==> src/design/hpcs_pkg.sv <==
// Package for the sign-prefiltered cosine similarity block.
// Holds widths, limits, the controller state type and the command/status structs.
// No dependencies.
package hpcs_pkg;

  // Largest number of elements taken into one vector.
  localparam int MAX_DIM = 512;

  // Field widths.
  localparam int ELEM_W  = 16;
  localparam int NORM_W  = 20;
  localparam int MISM_W  = 10;
  localparam int SIM_W   = 16;
  localparam int PROD_W  = 2 * ELEM_W;
  localparam int ACC_W   = 42;
  localparam int DEN_W   = 2 * NORM_W;

  // Element and mismatch counters hold values up to MAX_DIM.
  localparam int CNT_W   = $clog2(MAX_DIM + 1);
  localparam int CMP_W   = (CNT_W > MISM_W) ? CNT_W : MISM_W;

  // Divider: dividend is |dot| << 16 plus the denominator, divisor is twice it.
  localparam int FRAC_SH   = 16;
  localparam int DVD_W     = ACC_W + FRAC_SH;
  localparam int DVS_W     = DEN_W + 1;
  localparam int QUO_W     = SIM_W + 1;
  localparam int DIV_STEPS = DVD_W;
  localparam int STEP_W    = $clog2(DIV_STEPS);

  // Reset value of the mismatch limit.
  localparam logic [MISM_W-1:0] MAX_MISMATCH_RST = MISM_W'(64);

  // Controller states.
  typedef enum logic [2:0] {
    S_ACCUM,
    S_NORM,
    S_PREP,
    S_DIV,
    S_FINISH
  } hpcs_state_t;

  // Commands from controller to datapath.
  typedef struct packed {
    logic take;
    logic norm;
    logic prep;
    logic step;
    logic finish;
  } hpcs_cmd_t;

  // Status from datapath to controller.
  typedef struct packed {
    logic div_last;
    logic out_free;
  } hpcs_status_t;

endpackage

==> src/design/hpcs_if.sv <==
// Handshake channel interfaces of the cosine similarity block.
// Depends on hpcs_pkg for the field widths.

// Element request channel.
interface hpcs_in_if;
  import hpcs_pkg::*;
  logic                     valid;
  logic                     ready;
  logic signed [ELEM_W-1:0] query_elem;
  logic signed [ELEM_W-1:0] cand_elem;
  logic [NORM_W-1:0]        query_norm;
  logic [NORM_W-1:0]        cand_norm;
  logic                     last;
  modport source (output valid, query_elem, cand_elem, query_norm, cand_norm, last,
                  input ready);
  modport sink (input valid, query_elem, cand_elem, query_norm, cand_norm, last,
                output ready);
endinterface

// Result request channel.
interface hpcs_out_if;
  import hpcs_pkg::*;
  logic                    valid;
  logic                    ready;
  logic                    passed;
  logic signed [SIM_W-1:0] similarity;
  logic [MISM_W-1:0]       mismatches;
  modport source (output valid, passed, similarity, mismatches, input ready);
  modport sink (input valid, passed, similarity, mismatches, output ready);
endinterface

// Configuration write channel for the mismatch limit.
interface hpcs_cfg_if;
  import hpcs_pkg::*;
  logic              valid;
  logic              ready;
  logic [MISM_W-1:0] data;
  modport source (output valid, data, input ready);
  modport sink (input valid, data, output ready);
endinterface

==> src/design/hpcs_ctrl.sv <==
// Controller state machine of the cosine similarity block.
// Depends on hpcs_pkg for the state type and the command/status structs.
module hpcs_ctrl (
  input  logic                 clk,
  input  logic                 rst_n,
  input  logic                 in_valid,
  input  logic                 in_last,
  output logic                 in_ready,
  input  hpcs_pkg::hpcs_status_t status,
  output hpcs_pkg::hpcs_cmd_t    cmd
);
  import hpcs_pkg::*;

  hpcs_state_t state_r, state_nxt;

  // State register.
  always_ff @(posedge clk) begin
    if (!rst_n) begin
      state_r <= S_ACCUM;
    end else begin
      state_r <= state_nxt;
    end
  end

  // Next state.
  always_comb begin
    state_nxt = state_r;
    case (state_r)
      S_ACCUM: begin
        if (in_valid && in_last) state_nxt = S_NORM;
      end
      S_NORM:  state_nxt = S_PREP;
      S_PREP:  state_nxt = S_DIV;
      S_DIV: begin
        if (status.div_last) state_nxt = S_FINISH;
      end
      S_FINISH: begin
        if (status.out_free) state_nxt = S_ACCUM;
      end
      default: state_nxt = S_ACCUM;
    endcase
  end

  // Outputs.
  always_comb begin
    in_ready   = 1'b0;
    cmd        = '0;
    case (state_r)
      S_ACCUM: begin
        in_ready = 1'b1;
        cmd.take = in_valid;
      end
      S_NORM:   cmd.norm = 1'b1;
      S_PREP:   cmd.prep = 1'b1;
      S_DIV:    cmd.step = 1'b1;
      S_FINISH: cmd.finish = status.out_free;
      default: begin
        in_ready = 1'b0;
      end
    endcase
  end

endmodule

==> src/design/hpcs_datapath.sv <==
// Datapath: multiply-accumulate, sign mismatch count, norm product, bit-serial
// rounding divider, result register and mismatch limit register.
// Depends on hpcs_pkg and the channel interfaces in hpcs_if.sv.
module hpcs_datapath (
  input  logic                               clk,
  input  logic                               rst_n,
  input  logic signed [hpcs_pkg::ELEM_W-1:0] query_elem,
  input  logic signed [hpcs_pkg::ELEM_W-1:0] cand_elem,
  input  logic [hpcs_pkg::NORM_W-1:0]        query_norm,
  input  logic [hpcs_pkg::NORM_W-1:0]        cand_norm,
  input  hpcs_pkg::hpcs_cmd_t                cmd,
  output hpcs_pkg::hpcs_status_t             status,
  hpcs_out_if.source                         out_ch,
  hpcs_cfg_if.sink                           cfg_ch
);
  import hpcs_pkg::*;

  localparam logic signed [ACC_W:0] ACC_MAX_X = {2'b00, {(ACC_W-1){1'b1}}};
  localparam logic signed [ACC_W:0] ACC_MIN_X = {2'b11, {(ACC_W-1){1'b0}}};

  logic [MISM_W-1:0]        max_mismatch_r;
  logic signed [PROD_W-1:0] prod_r;
  logic                     prod_vld_r;
  logic signed [ACC_W-1:0]  acc_r, acc_nxt;
  logic signed [ACC_W:0]    acc_sum;
  logic [CNT_W-1:0]         elem_cnt_r;
  logic [CNT_W-1:0]         mism_cnt_r;
  logic                     elem_room;
  logic [NORM_W-1:0]        qn_r, cn_r;
  logic [DEN_W-1:0]         den_r;
  logic [ACC_W-1:0]         mag;
  logic                     neg_r;
  logic [DVD_W-1:0]         dvd_r;
  logic [DVS_W-1:0]         dvs_r;
  logic [DVS_W-1:0]         rem_r;
  logic [DVS_W:0]           rem_sh;
  logic [DVS_W:0]           rem_sub;
  logic                     rem_ge;
  logic [QUO_W-1:0]         quo_r;
  logic                     ovf_r;
  logic [STEP_W-1:0]        step_r;
  logic [CMP_W-1:0]         mism_ext;
  logic                     passed;
  logic                     nonzero_norm;
  logic [SIM_W-1:0]         sim_val;
  logic [MISM_W-1:0]        mism_out;
  logic                     out_valid_r;
  logic                     out_passed_r;
  logic signed [SIM_W-1:0]  out_sim_r;
  logic [MISM_W-1:0]        out_mism_r;

  // Mismatch limit register; writes are always taken.
  assign cfg_ch.ready = 1'b1;
  always_ff @(posedge clk) begin
    if (!rst_n) begin
      max_mismatch_r <= MAX_MISMATCH_RST;
    end else if (cfg_ch.valid) begin
      max_mismatch_r <= cfg_ch.data;
    end
  end

  // Elements past the dimension limit are dropped apart from their last flag.
  assign elem_room = (elem_cnt_r < CNT_W'(MAX_DIM));

  // Product stage.
  always_ff @(posedge clk) begin
    if (!rst_n) begin
      prod_vld_r <= 1'b0;
    end else begin
      prod_vld_r <= cmd.take && elem_room;
    end
  end

  always_ff @(posedge clk) begin
    if (cmd.take && elem_room) begin
      prod_r <= query_elem * cand_elem;
    end
  end

  // Saturating accumulate of the registered product.
  always_comb begin
    acc_sum = {acc_r[ACC_W-1], acc_r} + (ACC_W+1)'(prod_r);
    if (acc_sum > ACC_MAX_X) begin
      acc_nxt = ACC_MAX_X[ACC_W-1:0];
    end else if (acc_sum < ACC_MIN_X) begin
      acc_nxt = ACC_MIN_X[ACC_W-1:0];
    end else begin
      acc_nxt = acc_sum[ACC_W-1:0];
    end
  end

  // Accumulator and counters; cleared when the result is loaded.
  always_ff @(posedge clk) begin
    if (!rst_n) begin
      acc_r      <= '0;
      elem_cnt_r <= '0;
      mism_cnt_r <= '0;
    end else if (cmd.finish) begin
      acc_r      <= '0;
      elem_cnt_r <= '0;
      mism_cnt_r <= '0;
    end else begin
      if (prod_vld_r) acc_r <= acc_nxt;
      if (cmd.take && elem_room) begin
        elem_cnt_r <= elem_cnt_r + CNT_W'(1);
        if (query_elem[ELEM_W-1] ^ cand_elem[ELEM_W-1]) begin
          mism_cnt_r <= mism_cnt_r + CNT_W'(1);
        end
      end
    end
  end

  // Norms are captured with every element; the last one's values remain.
  always_ff @(posedge clk) begin
    if (cmd.take) begin
      qn_r <= query_norm;
      cn_r <= cand_norm;
    end
  end

  // Norm product.
  always_ff @(posedge clk) begin
    if (cmd.norm) begin
      den_r <= qn_r * cn_r;
    end
  end

  // Magnitude of the finished dot product.
  assign mag = acc_r[ACC_W-1] ? ACC_W'(-acc_r) : ACC_W'(acc_r);

  // One quotient bit per step: restoring division of rounded dividend.
  assign rem_sh  = {rem_r, dvd_r[DVD_W-1]};
  assign rem_ge  = (rem_sh >= {1'b0, dvs_r});
  assign rem_sub = rem_sh - {1'b0, dvs_r};

  always_ff @(posedge clk) begin
    if (cmd.prep) begin
      neg_r  <= acc_r[ACC_W-1];
      dvd_r  <= {mag, {FRAC_SH{1'b0}}} + DVD_W'(den_r);
      dvs_r  <= {den_r, 1'b0};
      rem_r  <= '0;
      quo_r  <= '0;
      ovf_r  <= 1'b0;
      step_r <= '0;
    end else if (cmd.step) begin
      dvd_r  <= {dvd_r[DVD_W-2:0], 1'b0};
      rem_r  <= rem_ge ? rem_sub[DVS_W-1:0] : rem_sh[DVS_W-1:0];
      quo_r  <= {quo_r[QUO_W-2:0], rem_ge};
      ovf_r  <= ovf_r | quo_r[QUO_W-1];
      step_r <= step_r + STEP_W'(1);
    end
  end

  assign status.div_last = (step_r == STEP_W'(DIV_STEPS - 1));
  assign status.out_free = !out_valid_r || out_ch.ready;

  // Pass decision, saturation of the quotient and the reported count.
  assign mism_ext     = CMP_W'(mism_cnt_r);
  assign passed       = (mism_ext <= CMP_W'(max_mismatch_r));
  assign nonzero_norm = (qn_r != '0) && (cn_r != '0);
  assign mism_out     = (mism_ext > CMP_W'({MISM_W{1'b1}})) ? {MISM_W{1'b1}}
                                                             : mism_ext[MISM_W-1:0];

  always_comb begin
    if (!passed || !nonzero_norm) begin
      sim_val = '0;
    end else if (neg_r) begin
      if (ovf_r || quo_r > QUO_W'(32768)) begin
        sim_val = {1'b1, {(SIM_W-1){1'b0}}};
      end else begin
        sim_val = SIM_W'(~quo_r[SIM_W-1:0] + SIM_W'(1));
      end
    end else begin
      if (ovf_r || quo_r[QUO_W-1] || quo_r[SIM_W-1]) begin
        sim_val = {1'b0, {(SIM_W-1){1'b1}}};
      end else begin
        sim_val = quo_r[SIM_W-1:0];
      end
    end
  end

  // Result register.
  always_ff @(posedge clk) begin
    if (!rst_n) begin
      out_valid_r <= 1'b0;
    end else if (cmd.finish) begin
      out_valid_r <= 1'b1;
    end else if (out_ch.ready) begin
      out_valid_r <= 1'b0;
    end
  end

  always_ff @(posedge clk) begin
    if (cmd.finish) begin
      out_passed_r <= passed;
      out_sim_r    <= sim_val;
      out_mism_r   <= mism_out;
    end
  end

  assign out_ch.valid      = out_valid_r;
  assign out_ch.passed     = out_passed_r;
  assign out_ch.similarity = out_sim_r;
  assign out_ch.mismatches = out_mism_r;

endmodule

==> src/design/hamming_prefilter_cosine_similarity.sv <==
// Top level of the sign-prefiltered cosine similarity block.
// After the request that carries last: norm product, divider preparation, the
// 58-step bit-serial divider, then the result load once the output is free.
// Throughput: one element request per cycle while a vector streams in.
// Reset (rst_n, synchronous): counters and accumulator clear, limit becomes 64.
// Depends on hpcs_pkg, hpcs_if.sv, hpcs_ctrl and hpcs_datapath.
module hamming_prefilter_cosine_similarity (
  input  logic        clk,
  input  logic        rst_n,
  hpcs_in_if.sink     in_ch,
  hpcs_out_if.source  out_ch,
  hpcs_cfg_if.sink    cfg_ch
);
  import hpcs_pkg::*;

  hpcs_cmd_t    cmd;
  hpcs_status_t status;
  logic         in_ready;

  assign in_ch.ready = in_ready;

  // Sequencing of accumulate, norm product, division and result load.
  hpcs_ctrl u_ctrl (
    .clk      (clk),
    .rst_n    (rst_n),
    .in_valid (in_ch.valid),
    .in_last  (in_ch.last),
    .in_ready (in_ready),
    .status   (status),
    .cmd      (cmd)
  );

  // Arithmetic and result register.
  hpcs_datapath u_datapath (
    .clk        (clk),
    .rst_n      (rst_n),
    .query_elem (in_ch.query_elem),
    .cand_elem  (in_ch.cand_elem),
    .query_norm (in_ch.query_norm),
    .cand_norm  (in_ch.cand_norm),
    .cmd        (cmd),
    .status     (status),
    .out_ch     (out_ch),
    .cfg_ch     (cfg_ch)
  );

endmodule
==> src/flat_wrapper.sv <==
// flat-port wrapper written by rule: the top's interface ports become plain ports
module hamming_prefilter_cosine_similarity_flat import hpcs_pkg::*;
  (clk, rst_n, in_ch_valid, in_ch_query_elem, in_ch_cand_elem, in_ch_query_norm, in_ch_cand_norm, in_ch_last, in_ch_ready, out_ch_valid, out_ch_passed, out_ch_similarity, out_ch_mismatches, out_ch_ready, cfg_ch_valid, cfg_ch_data, cfg_ch_ready);
  hpcs_in_if in_ch_i ();
  hpcs_out_if out_ch_i ();
  hpcs_cfg_if cfg_ch_i ();
  input  logic clk;
  input  logic rst_n;
  input wire logic [$bits(in_ch_i.valid)-1:0] in_ch_valid;
  input wire logic [$bits(in_ch_i.query_elem)-1:0] in_ch_query_elem;
  input wire logic [$bits(in_ch_i.cand_elem)-1:0] in_ch_cand_elem;
  input wire logic [$bits(in_ch_i.query_norm)-1:0] in_ch_query_norm;
  input wire logic [$bits(in_ch_i.cand_norm)-1:0] in_ch_cand_norm;
  input wire logic [$bits(in_ch_i.last)-1:0] in_ch_last;
  output wire logic [$bits(in_ch_i.ready)-1:0] in_ch_ready;
  output wire logic [$bits(out_ch_i.valid)-1:0] out_ch_valid;
  output wire logic [$bits(out_ch_i.passed)-1:0] out_ch_passed;
  output wire logic [$bits(out_ch_i.similarity)-1:0] out_ch_similarity;
  output wire logic [$bits(out_ch_i.mismatches)-1:0] out_ch_mismatches;
  input wire logic [$bits(out_ch_i.ready)-1:0] out_ch_ready;
  input wire logic [$bits(cfg_ch_i.valid)-1:0] cfg_ch_valid;
  input wire logic [$bits(cfg_ch_i.data)-1:0] cfg_ch_data;
  output wire logic [$bits(cfg_ch_i.ready)-1:0] cfg_ch_ready;
  assign in_ch_i.valid = in_ch_valid;
  assign in_ch_i.query_elem = in_ch_query_elem;
  assign in_ch_i.cand_elem = in_ch_cand_elem;
  assign in_ch_i.query_norm = in_ch_query_norm;
  assign in_ch_i.cand_norm = in_ch_cand_norm;
  assign in_ch_i.last = in_ch_last;
  assign in_ch_ready = in_ch_i.ready;
  assign out_ch_valid = out_ch_i.valid;
  assign out_ch_passed = out_ch_i.passed;
  assign out_ch_similarity = out_ch_i.similarity;
  assign out_ch_mismatches = out_ch_i.mismatches;
  assign out_ch_i.ready = out_ch_ready;
  assign cfg_ch_i.valid = cfg_ch_valid;
  assign cfg_ch_i.data = cfg_ch_data;
  assign cfg_ch_ready = cfg_ch_i.ready;
  hamming_prefilter_cosine_similarity u_core (.clk(clk), .rst_n(rst_n), .in_ch(in_ch_i), .out_ch(out_ch_i), .cfg_ch(cfg_ch_i));
endmodule
==> config.mk <==
export PLATFORM = sky130hd
export DESIGN_NAME = hamming_prefilter_cosine_similarity_flat
export DESIGN_NICKNAME = d
export VERILOG_FILES = /design/src/design/hpcs_pkg.sv /design/src/design/hpcs_if.sv /design/src/design/hpcs_ctrl.sv /design/src/design/hpcs_datapath.sv /design/src/design/hamming_prefilter_cosine_similarity.sv /design/src/flat_wrapper.sv
export SDC_FILE = /design/constraint.sdc
export NUM_CORES = 2
export LEC_CHECK = 0
export ABC_AREA = 1
export BUFFER_PORTS_ARGS = -buffer_cell sky130_fd_sc_hd__buf_4
export CORE_MARGIN = 5
export CORE_UTILIZATION = 60
export CTS_BUF_LIST = sky130_fd_sc_hd__clkbuf_4
export DETAILED_ROUTE_END_ITERATION = 12
export MAX_ROUTING_LAYER = met4
export PLACE_DENSITY = 0.81
export SYNTH_ARGS = -nofsm -noshare
export SYNTH_HDL_FRONTEND = slang
export SYNTH_SLANG_ARGS = --single-unit
export TNS_END_PERCENT = 50
==> constraint.sdc <==
create_clock -name clk -period 7.09 [get_ports clk]
set_clock_uncertainty 0.1 [all_clocks]
set_input_delay 0.709 -clock clk [delete_from_list [all_inputs] [get_ports clk]]
set_output_delay 0.709 -clock clk [all_outputs]
set_load 0.01 [all_outputs]
==> impl_results.md <==
* Status: completed
* Post-layout minimum cycle time at 6831 ps
* Max Clock Freq at 146.4 MHz
* Reg2reg setup slack at 260 ps
* Ys flop type: edfxtp_1
* Critical path's most frequent cell: fa_1
* Die area at 0.08400 mm²
* Initial antenna violation count at 4
* Fin Setup TNS at 0 ps
* Worst path arrival time at 7290 ps
* Max Root-Sink Buffers at 3
* Most common cell after layout, fill and taps aside: nand2_1
* Share of cells above drive strength 1 at 0.07965
* Final Max Slew Viols at 0
* CP bufs+invs at 4
* Setup-failing EPs final at 0
* CTS tree: built
* RSZ-0062 raised after global routing: no
* Slew @ Worst Pin at 1222 ps
* Critical path endpoint category: flop
* Io pins at 118
* I/O Buffers at 116
* RD Place Congestion at 1.005
* Crit path largest cell delay at 670 ps
* Largest net degree at the start of global routing at 82
* Worst Path Required at 7550 ps
* Max_cap viols at 0
* Hold Vio Cnt, Final at 0
* Vias in the first global route at 39770
* Most frequent cells in the layout: nand2_1, inv_1, fa_1, nor2_1, ha_1
* Net Count, Synth at 7029
* Grt total ovfl at 0
* Core region area at 0.07759 mm²
* Largest area contributor in the netlist: fa_1
* Worst Hold Class: in2reg
* Clk Latency, worst-skew pair at 900 ps
* Max-slew headroom at the worst pin at 0.1835
* Antenna Nets Post-Route at 0
* CP startpoint kind: flop
* Synth area leaders: fa_1, edfxtp_1, nand2_1, inv_1, ha_1
* Die W at 289.8 µm
* Height of the die at 289.8 µm
* Cell variety after synth at 61
* Cell count after synthesis at 6001
* Crit path max-delay family: adder cells
* Final-layout fill cell count at 6649
* Global-route wire length before repair at 201.5 mm
* Number of enable flip-flop cells after synthesis at 238
* Routed WL at 122.0 mm
* Count of warnings emitted by yosys at 0
* Std-Cell Rows at 102
* Mean post-synth cell area at 7.829 µm²
* Layout area overhead at 7.889%
* GRT Overall Usage at 0.2982
* Sink Count at 380
* Final worst-path cycle share at 0.9635
* Register bit count reported by yosys at 380
* Slowest stage cell, crit path: edfxtp_1
* Via density at 5.387
* Multi-input logic area at 0.03105 mm²
* Dpl hpwl at 98.36 mm
* Worst Path Max Fanout at 14
* Per-cell routed wire length at 16.81 µm
* Crit-path cells: buf_4, nand2_1, fa_1, inv_1, fa_1, fa_1, fa_1, fa_1, fa_1, inv_1, fa_1, inv_1, ha_1, a21o_1, nand3_1, nand2_1, a21oi_1, nand3_1, nand2_1, nand3_1, a31oi_1, xor2_1
* Drt initial violations at 3170
* Drc violations at 0
* H-tree depth at 3
* Type of the worst setup path: reg2reg
* Clock slew at reported path FFs at 60 ps
* Routed via count at 39110
* Clk root buf: clkbuf_4
* Post-synth top area share at 0.2493
* Nets at 7156
* Num CTS Buffers at 104
* Async SR Flop Fraction at 0
* Starting Density at 0.6055
* FF/Latch Area at 0.009990 mm²
* First-pass DRT Iterations at 8
* Syn Std Cell Area at 0.04698 mm²
* Sequential share of the synthesized area at 0.2126
[stage by stage]
step / setup WS, ps / std cells / hold slack, ps / util / area (µm²)
2_1_floorplan: 228.0 / 6001 / 326.2 / - / 46980
3_3_place_gp: 416.5 / 7015 / 335.2 / 0.6291 / 48810
3_5_place_dp: 248.1 / 7015 / 347.3 / 0.6291 / 48810
4_1_cts: 301.7 / 7251 / 15.90 / 0.6526 / 50640
5_1_grt: 13.19 / 7260 / 35.41 / 0.6532 / 50690
6_report: 259.0 / 7260 / 86.62 / 0.6532 / 50690
[what timing repair did]
action                                 4_1_cts  5_1_grt
hold buffers                                43        0
setup endpoints to repair                    0        7
endpoints found under the hold margin       43        0
buffers inserted                             0        4
gates resized for setup                      0        3
[worst min-delay path: cells and delay by family]
family          cells  cell delay, ps
compound gates      2             170
buf+inv             1              80
[metal layers]
layer | part of all wire | vias to the layer above | global-route usage | wire length [µm]
met5 | 0 | - | - | 0
li1 | - | 18740 | - | -
met2 | 0.46 | 1572 | 0.4693 | 55530
met1 | 0.43 | 18560 | 0.4020 | 52690
met3 | 0.088 | 244 | 0.05996 | 10770
met4 | 0.025 | 0 | 0.07541 | 3048
[path summary, 6_finish.rpt]
path / end / from / cells after the start
worst max-delay path: u_core.u_datapath.den_r[36]$_DFFE_PP_ / u_core.u_datapath.cn_r[13]$_DFFE_PP_ / 22
worst min-delay path: u_core.u_datapath.max_mismatch_r[2]$_SDFFE_PN0P_ / cfg_ch_data[2] / 3
worst max register to register: u_core.u_datapath.den_r[36]$_DFFE_PP_ / u_core.u_datapath.cn_r[13]$_DFFE_PP_ / 22
worst min register to register: u_core.u_datapath.dvs_r[10]$_DFFE_PP_ / u_core.u_datapath.den_r[9]$_DFFE_PP_ / 0
[flip-flops by register name, summed over array words and instances, names as in the netlist]
signal / cells
u_core.u_ctrl.state_r: 3
u_core.u_datapath.acc_r: 42
u_core.u_datapath.cn_r: 20
u_core.u_datapath.den_r: 40
u_core.u_datapath.dvd_r: 58
u_core.u_datapath.dvs_r: 40
u_core.u_datapath.elem_cnt_r: 10
u_core.u_datapath.max_mismatch_r: 10
u_core.u_datapath.mism_cnt_r: 10
u_core.u_datapath.neg_r: 1
u_core.u_datapath.out_ch.mismatches: 10
u_core.u_datapath.out_ch.passed: 1
u_core.u_datapath.out_ch.similarity: 16
u_core.u_datapath.out_ch.valid: 1
u_core.u_datapath.ovf_r: 1
u_core.u_datapath.prod_r: 32
u_core.u_datapath.prod_vld_r: 1
u_core.u_datapath.qn_r: 20
u_core.u_datapath.quo_r: 17
u_core.u_datapath.rem_r: 41
u_core.u_datapath.step_r: 6
[cell usage after synthesis (8+ instances only)]
master / instances
nor2_2: 21
buf_4: 9
fa_1: 585
o21bai_1: 12
o211ai_1: 19
nand2_1: 1450
nand3b_1: 11
nand2_2: 19
o21ai_0: 263
or2_2: 13
nand4_1: 36
a21oi_1: 278
nor2_1: 369
o21a_1: 8
dfxtp_1: 142
a31oi_1: 33
xor2_1: 105
nor3_1: 37
clkbuf_1: 182
a21oi_2: 41
o22ai_1: 18
edfxtp_1: 238
a21o_1: 34
o21ai_1: 16
inv_1: 1345
nand3_1: 163
ha_1: 355
inv_2: 12
xnor2_1: 76
nor4_1: 26
[area by class of cell]
cell class | instances | area share
flip-flops and latches | 380 | 0.1971
well taps | 1040 | 0.02567
diodes | 5 | 0.0002469
multi-input cells | 4054 | 0.6126
repair buffers | 230 | 0.03626
clock inverters | 52 | 0.006616
clock buffers | 141 | 0.02088
inverters | 1358 | 0.1006
[kinds of logic after synthesis]
family	Yosys count	share of synthesized area
compound gates	757	0.09191
xor+xnor	183	0.03444
fa+ha+maj	940	0.3438
buf+inv	1567	0.1270
flops	380	0.2126
other cells	1	0.00007982
simple gates	2173	0.1902
Power is not shown: default switching activity piles up to over one toggle a cycle in this logic, so the estimate is an artifact.
